===== config.mk =====
export PLATFORM = sky130hd
export DESIGN_NAME = radix_digit_converter_top
export DESIGN_NICKNAME = d
export VERILOG_FILES = /design/src/rtl/core/rdc_pkg.sv /design/src/rtl/core/rdc_divider.sv /design/src/rtl/core/rdc_digit_ram.sv /design/src/rtl/core/radix_digit_converter_top.sv
export SDC_FILE = /design/constraint.sdc
export NUM_CORES = 1
export LEC_CHECK = 0
export ABC_CLOCK_PERIOD_IN_PS = 7300
export BUFFER_PORTS_ARGS = -buffer_cell sky130_fd_sc_hd__buf_2
export CAP_MARGIN = 30
export CORE_MARGIN = 2
export CORE_UTILIZATION = 56
export DETAILED_ROUTE_END_ITERATION = 7
export PLACE_DENSITY = 0.71
export SYNTH_ARGS = -nofsm -noshare
export SYNTH_HDL_FRONTEND = slang
export SYNTH_SLANG_ARGS = --single-unit
export TNS_END_PERCENT = 5

===== constraint.sdc =====
create_clock -name clk -period 7.3 [get_ports clk]
set_input_delay 0.73 -clock clk [delete_from_list [all_inputs] [get_ports clk]]
set_output_delay 0.73 -clock clk [all_outputs]
set_load 0.02 [all_outputs]

===== src/rtl/core/rdc_pkg.sv =====
package rdc_pkg;

  // default sizes
  localparam int unsigned VALUE_WIDTH_DEF = 32;
  localparam int unsigned MAX_DIGITS_DEF  = 32;

  // fixed field widths
  localparam int unsigned RADIX_W = 5;
  localparam int unsigned DIGIT_W = 4;

  // radix range
  localparam logic [RADIX_W-1:0] RADIX_MIN = 5'd2;
  localparam logic [RADIX_W-1:0] RADIX_MAX = 5'd16;

  // dividend bits retired per divider cycle
  localparam int unsigned STEP_BITS = 4;

  // divider status seen by the sequencer
  typedef struct packed {
    logic done;
    logic quot_zero;
  } div_status_t;

endpackage


===== src/rtl/core/rdc_divider.sv =====
module rdc_divider #(
  parameter int unsigned VALUE_WIDTH = rdc_pkg::VALUE_WIDTH_DEF
) (
  input  logic                              clk,
  input  logic                              rst,
  input  logic                              start,
  input  logic [VALUE_WIDTH-1:0]            dividend,
  input  logic [rdc_pkg::RADIX_W-1:0]       divisor,
  output rdc_pkg::div_status_t              status,
  output logic [VALUE_WIDTH-1:0]            quotient,
  output logic [rdc_pkg::DIGIT_W-1:0]       remainder
);

  localparam int unsigned STEP  = rdc_pkg::STEP_BITS;
  localparam int unsigned PAD_W = ((VALUE_WIDTH + STEP - 1) / STEP) * STEP;
  localparam int unsigned NSTEP = PAD_W / STEP;
  localparam int unsigned CNT_W = (NSTEP > 1) ? $clog2(NSTEP) : 1;
  localparam int unsigned DW    = rdc_pkg::DIGIT_W;

  logic [PAD_W-1:0] work;
  logic [PAD_W-1:0] work_next;
  logic [DW-1:0]    rem;
  logic [DW-1:0]    rem_next;
  logic [CNT_W-1:0] cnt;
  logic             run;
  logic             done;
  logic [STEP-1:0]  qbits;

  // restoring division, STEP bits per cycle, remainder stays below the radix
  always_comb begin
    logic [DW:0]   t;
    logic [DW-1:0] r;
    r = rem;
    qbits = '0;
    for (int i = 0; i < STEP; i++) begin
      t = {r, work[PAD_W-1-i]};
      if (t >= divisor) begin
        qbits[STEP-1-i] = 1'b1;
        r = DW'(t - divisor);
      end else begin
        r = t[DW-1:0];
      end
    end
    rem_next  = r;
    work_next = {work[PAD_W-STEP-1:0], qbits};
  end

  // load, iterate, flag done
  always_ff @(posedge clk) begin
    if (rst) begin
      run  <= 1'b0;
      done <= 1'b0;
      cnt  <= '0;
    end else begin
      done <= 1'b0;
      if (start) begin
        run <= 1'b1;
        cnt <= '0;
      end else if (run) begin
        cnt <= cnt + CNT_W'(1);
        if (cnt == CNT_W'(NSTEP - 1)) begin
          run  <= 1'b0;
          done <= 1'b1;
        end
      end
    end
  end

  // datapath registers
  always_ff @(posedge clk) begin
    if (start) begin
      work <= PAD_W'(dividend);
      rem  <= '0;
    end else if (run) begin
      work <= work_next;
      rem  <= rem_next;
    end
  end

  assign quotient         = work[VALUE_WIDTH-1:0];
  assign remainder        = rem;
  assign status.done      = done;
  assign status.quot_zero = (work == '0);

endmodule


===== src/rtl/core/rdc_digit_ram.sv =====
module rdc_digit_ram #(
  parameter int unsigned DEPTH = rdc_pkg::VALUE_WIDTH_DEF
) (
  input  logic                         clk,
  input  logic                         we,
  input  logic [$clog2(DEPTH)-1:0]     waddr,
  input  logic [rdc_pkg::DIGIT_W-1:0]  wdata,
  input  logic [$clog2(DEPTH)-1:0]     raddr,
  output logic [rdc_pkg::DIGIT_W-1:0]  rdata
);

  logic [rdc_pkg::DIGIT_W-1:0] mem [DEPTH];

  // write port
  always_ff @(posedge clk) begin
    if (we) begin
      mem[waddr] <= wdata;
    end
  end

  // registered read port
  always_ff @(posedge clk) begin
    rdata <= mem[raddr];
  end

endmodule


===== src/rtl/core/radix_digit_converter_top.sv =====
// Converts an unsigned value into its digits in a radix from 2 to 16 (a radix
// below 2 acts as 2, above 16 as 16) and sends them most significant first,
// one word per digit, with last set on the final digit; zero gives one digit 0.
// A value needing more than MAX_DIGITS digits sends only its MAX_DIGITS most
// significant ones. Drive start while busy is low to hand in a word; busy
// stays high until the last digit is issued. Each digit is shown for exactly
// one cycle with strobe, and the receiver cannot hold it off. The shared
// divider retires 4 dividend bits per cycle and yields one digit per
// division, and the first strobe follows the divide phase, after a
// registered read of the digit memory.
module radix_digit_converter_top #(
  parameter int unsigned VALUE_WIDTH = rdc_pkg::VALUE_WIDTH_DEF,
  parameter int unsigned MAX_DIGITS  = rdc_pkg::MAX_DIGITS_DEF
) (
  input  logic                         clk,
  input  logic                         rst,
  input  logic                         start,
  input  logic [VALUE_WIDTH-1:0]       value,
  input  logic [rdc_pkg::RADIX_W-1:0]  radix,
  output logic                         busy,
  output logic                         strobe,
  output logic [rdc_pkg::DIGIT_W-1:0]  digit,
  output logic                         last
);

  localparam int unsigned ADDR_W = $clog2(VALUE_WIDTH);
  localparam int unsigned CNT_W  = $clog2(VALUE_WIDTH + 1);
  localparam int unsigned REM_W  = $clog2(MAX_DIGITS + 1);

  typedef enum logic [1:0] {
    ST_IDLE,
    ST_DIV,
    ST_EMIT
  } state_t;

  state_t                        state;
  logic [rdc_pkg::RADIX_W-1:0]   radix_q;
  logic [rdc_pkg::RADIX_W-1:0]   radix_clamp;
  logic [CNT_W-1:0]              count;
  logic [CNT_W-1:0]              count_inc;
  logic [REM_W-1:0]              remaining;
  logic [REM_W-1:0]              remaining_next;
  logic [ADDR_W-1:0]             rd_addr;

  logic                          div_start;
  logic [VALUE_WIDTH-1:0]        div_dividend;
  logic [rdc_pkg::RADIX_W-1:0]   div_divisor;
  rdc_pkg::div_status_t          div_status;
  logic [VALUE_WIDTH-1:0]        div_quot;
  logic [rdc_pkg::DIGIT_W-1:0]   div_rem;
  logic                          ram_we;

  // clamp the radix into range
  always_comb begin
    priority if (radix < rdc_pkg::RADIX_MIN) begin
      radix_clamp = rdc_pkg::RADIX_MIN;
    end else if (radix > rdc_pkg::RADIX_MAX) begin
      radix_clamp = rdc_pkg::RADIX_MAX;
    end else begin
      radix_clamp = radix;
    end
  end

  // launch the divider on a new word or on a nonzero quotient
  assign div_start    = ((state == ST_IDLE) && start) ||
                        ((state == ST_DIV) && div_status.done && !div_status.quot_zero);
  assign div_dividend = (state == ST_IDLE) ? value : div_quot;
  assign div_divisor  = (state == ST_IDLE) ? radix_clamp : radix_q;
  assign ram_we       = (state == ST_DIV) && div_status.done;

  // digit count after this remainder, and how many of them go out
  always_comb begin
    count_inc = count + CNT_W'(1);
    if (int'(count_inc) > int'(MAX_DIGITS)) begin
      remaining_next = REM_W'(MAX_DIGITS);
    end else begin
      remaining_next = REM_W'(count_inc);
    end
  end

  rdc_divider #(
    .VALUE_WIDTH (VALUE_WIDTH)
  ) u_div (
    .clk       (clk),
    .rst       (rst),
    .start     (div_start),
    .dividend  (div_dividend),
    .divisor   (div_divisor),
    .status    (div_status),
    .quotient  (div_quot),
    .remainder (div_rem)
  );

  rdc_digit_ram #(
    .DEPTH (VALUE_WIDTH)
  ) u_ram (
    .clk   (clk),
    .we    (ram_we),
    .waddr (count[ADDR_W-1:0]),
    .wdata (div_rem),
    .raddr (rd_addr),
    .rdata (digit)
  );

  // sequencer: divide out digits least significant first, then read back reversed
  always_ff @(posedge clk) begin
    if (rst) begin
      state     <= ST_IDLE;
      strobe    <= 1'b0;
      last      <= 1'b0;
      count     <= '0;
      remaining <= '0;
    end else begin
      strobe <= 1'b0;
      last   <= 1'b0;
      unique case (state)
        ST_IDLE: begin
          if (start) begin
            radix_q <= radix_clamp;
            count   <= '0;
            state   <= ST_DIV;
          end
        end
        ST_DIV: begin
          if (div_status.done) begin
            count <= count_inc;
            if (div_status.quot_zero) begin
              rd_addr   <= count[ADDR_W-1:0];
              remaining <= remaining_next;
              state     <= ST_EMIT;
            end
          end
        end
        ST_EMIT: begin
          strobe    <= 1'b1;
          last      <= (remaining == REM_W'(1));
          rd_addr   <= rd_addr - ADDR_W'(1);
          remaining <= remaining - REM_W'(1);
          if (remaining == REM_W'(1)) begin
            state <= ST_IDLE;
          end
        end
        default: begin
          state <= ST_IDLE;
        end
      endcase
    end
  end

  assign busy = (state != ST_IDLE);

  // a digit only follows a read cycle
  a_strobe_after_emit: assert property (@(posedge clk) disable iff (rst)
    strobe |-> $past(state) == ST_EMIT)
    else $error("strobe without a read cycle");

  // the divider only finishes while the sequencer waits for it
  a_done_in_div: assert property (@(posedge clk) disable iff (rst)
    div_status.done |-> state == ST_DIV)
    else $error("divider done outside divide phase");

  // last marks a delivered digit
  a_last_with_strobe: assert property (@(posedge clk) disable iff (rst)
    last |-> strobe)
    else $error("last without strobe");

  // an accepted word makes the block busy
  a_accept_busy: assert property (@(posedge clk) disable iff (rst)
    (start && !busy) |=> busy)
    else $error("accepted word did not raise busy");

endmodule

==> flow_summary_export.csv <==
group,metric,value,unit
global_routing,grt_remaining_overflow,0,
timing,setup_tns,0,ns
logic_synthesis,ys_seq_elements,199,
clock_tree,hold_buffers,0,
logic_synthesis,async_flop_share,0,%
logic_synthesis,synth_most_common_cell,"edfxtp_1",
critical_path,cp_top_family,"compound AO/OA/AOI/OAI gates",
critical_path,cp_common_cell,"ha_1",
critical_path,critPathBufInv,3,
critical_path,worstRegToRegCells,27,
drt,post_drt_wl_per_cell,20.1,µm
floorplanning,die_w,133,µm
critical_path,r2r_start,"state[0]",
clock_tree,numCtsBuffers,17,
cells_and_area,drive_above_1_share,18.2,%
drt,vias,5816,
critical_path,path_max_fanout,7,
min_path,holdPathEnd,"remaining[4]",
cells_and_area,regArea,0.00569,mm²
critical_path,endpoint_kind,"register",
drt,drc_errors,0,
global_routing,first_global_vias,5992,
timing,period_minus_slack,6.87,ns
floorplanning,ios,47,
logic_synthesis,syn_area,0.00932,mm²
logic_synthesis,synth_warnings,0,
clock_tree,htree_levels,4,
critical_path,reg2reg_slack,0.43,ns
logic_synthesis,syn-instance-count,677,
placed_design,gp_congestion,0.878,
critical_path,critPathMaxStageDelay,0.46,ns
timing,relSlewSlack,42.6,%
timing,worst_pin_slew,0.862,ns
drt,antenna_left,0,
drt,vias_per_cell,6.08,
global_routing,antenna_found_initial,0,
placed_design,dp_hpwl,12.9,mm
critical_path,start_kind,"register",
logic_synthesis,seq_area_frac_synth,61.0,%
timing,period_share,94.1,%
logic_synthesis,syn_nets,753,
critical_path,cp.arrival,7.16,ns
logic_synthesis,synthTopCellsByArea,"edfxtp_1 (55%), dfxtp_1 (6.2%), mux4_2 (4.8%)",
timing,setup_viol_count_final,0,
cells_and_area,nNetsFinal,799,
logic_synthesis,yosysTopAreaCellShare,54.8,%
min_path,hold_depth,2,
clock_tree,clock-sinks,199,
timing,timing.final.hold_violations,0,
cells_and_area,nFillCells,1231,
critical_path,worstReg2RegEnd,"u_div.remainder[1]",
logic_synthesis,netlist_top_cells_count,"edfxtp_1 (170), nor2_1 (66), a21oi_1 (39)",
cells_and_area,n_antenna_cell,0,
clock_tree,clockBufferDepth,2,
logic_synthesis,ys.flop_type,"edfxtp_1",
timing,maxSlewViolCount,0,
logic_synthesis,synth.distinct_cells,57,
clock_tree,cts_tree,"yes",
global_routing,grt_usage,23.0,%
timing,max_clock_freq,146,MHz
critical_path,cp.required,7.59,ns
global_routing,grt_start_max_net_pins,48,
min_path,hp-start,"remaining[4]",
cells_and_area,syn2layout_area_growth,11.4,%
timing,rsz0062_at_grt,"no",
floorplanning,rows,47,
min_path,hp-class,"register to register",
floorplanning,start_util,56.8,%
clock_tree,clk_pin_slew,0.07,ns
global_routing,grt_pass1_wl,31.2,mm
drt,drt_iter0_drc,504,
placed_design,port_buffers,46,
clock_tree,cts_setup_buffers,0,
floorplanning,die_height,133,µm
critical_path,crit_slowest_cell,"o41ai_2",
cells_and_area,multi_input_area,0.00341,mm²
logic_synthesis,synth_area_per_cell,13.8,µm²
logic_synthesis,synth_edf_count,170,
floorplanning,dieArea,0.0177,mm²
job,maxCapViolCount,0,
floorplanning,core,0.0164,mm²
drt,routed_wl,19.2,mm
timing,final.setup_skew,0.0162,ns
drt,dr.pass1.iters,7,
clock_tree,clk_latency,0.44,ns
critical_path,crit_type,"register to register",
clock_tree,cts-root-buf,"clkbuf_16",
outcome,outcome,"finished, final reports clean",
logic_synthesis,yosys.area.top_type,"edfxtp_1",
[sequential cells by signal, summed over array words and instances (netlist names)]
signal	flops
state	2
remaining	6
u_div.run	1
rd_addr	5
u_ram.mem	128
u_ram.rdata	4
strobe	1
u_div.quotient	32
u_div.cnt	3
u_div.done	1
last	1
u_div.remainder	4
radix_q	5
count	6
[through the flow]
step	worst slack (ns)	instance area [µm²]	instances	hold slack [ns]	utilization [%]
after floorplan	1.13	9320	677	0.456	-
after global placement	0.697	9790	924	0.464	59.6
after detailed placement	0.486	9790	924	0.477	59.6
after CTS	0.432	10400	956	0.488	63.2
after global routing	0.0444	10400	956	0.516	63.3
final	0.429	10400	956	0.488	63.3
[worst max-delay path by stage]
stage | start | endpoint | slack, ns | depth (start not counted)
detailed placement | state[0] | u_div.remainder[1] | 0.49 | 27
finish | state[0] | u_div.remainder[1] | 0.43 | 27
CTS | state[0] | u_div.remainder[1] | 0.43 | 27
floorplan | radix[2] | u_div.remainder[1] | 1.13 | 27
global placement | radix[2] | u_div.remainder[1] | 0.70 | 26
global route | state[1] | u_div.remainder[1] | 0.04 | 27
[layout make-up]
cell class                 count  area share (%)
clock inverter                14            1.52
clock buffer                  18            4.13
tap                          220            2.65
multi-input combinational    418            32.9
inverter                      31            1.12
sequential                   199            54.8
timing repair buffer          56            2.94
[worst register-to-register path, stage by stage (launching register included)]
cell and delay (ns):
dfxtp_1 0.33, inv_1 0.08, ha_1 0.35, buf_4 0.22, mux2i_2 0.39, ha_1 0.35
and2_1 0.19, a21oi_1 0.23, o21ai_1 0.19, nor2_1 0.18, nor2_1 0.07, ha_1 0.34
nand2_1 0.07, o21ai_1 0.25, a31o_2 0.27, mux2_2 0.38, ha_1 0.35, a21oi_2 0.18
o21ai_2 0.09, a221o_4 0.42, o41ai_2 0.46, ha_1 0.35, a21o_1 0.19, a31oi_1 0.15
o21ai_1 0.19, inv_1 0.15, mux2i_1 0.20, a211oi_1 0.09
[what timing repair did]
| action | CTS | global route |
|---|---|---|
| gates resized for setup | 0 | 2 |
| endpoints found under the hold margin | 0 | 0 |
| endpoints found under the setup margin | 0 | 5 |
[layer usage]
metal	part of all wire [%]	vias to the layer above	routed length [µm]	GRT usage (%)
met4	2.5	0	487	7.65
met2	51	236	9730	39.8
met5	0	-	0	0
met1	40	2861	7760	28.7
li1	-	2681	-	-
met3	6.6	38	1280	5.21
[cells in the final DEF, fill, tap and decap left out, drive strengths merged, types with 14 or more instances in the layout]
cell type	n
edfxtp	170
nor2	66
buf	56
a21oi	40
mux2	39
inv	38
nand2	33
ha	32
mux2i	32
dfxtp	29
mux4	20
clkbuf	18
o21ai	17
nor3	14
[cell families after synthesis]
kind of cell	count (synthesis)	share of synthesized area (%)
buffers and inverters	60	2.66
flip-flops	199	61.0
multiplexers	91	13.0
XOR/XNOR	18	1.69
AND/OR/NAND/NOR	156	7.75
AO/OA/AOI/OAI	117	8.78
adder cells (fa/ha/maj)	36	5.15
Power is left out: the tool's default activity adds up to more than one toggle a clock period on the data nets, which glitch-free logic cannot reach.
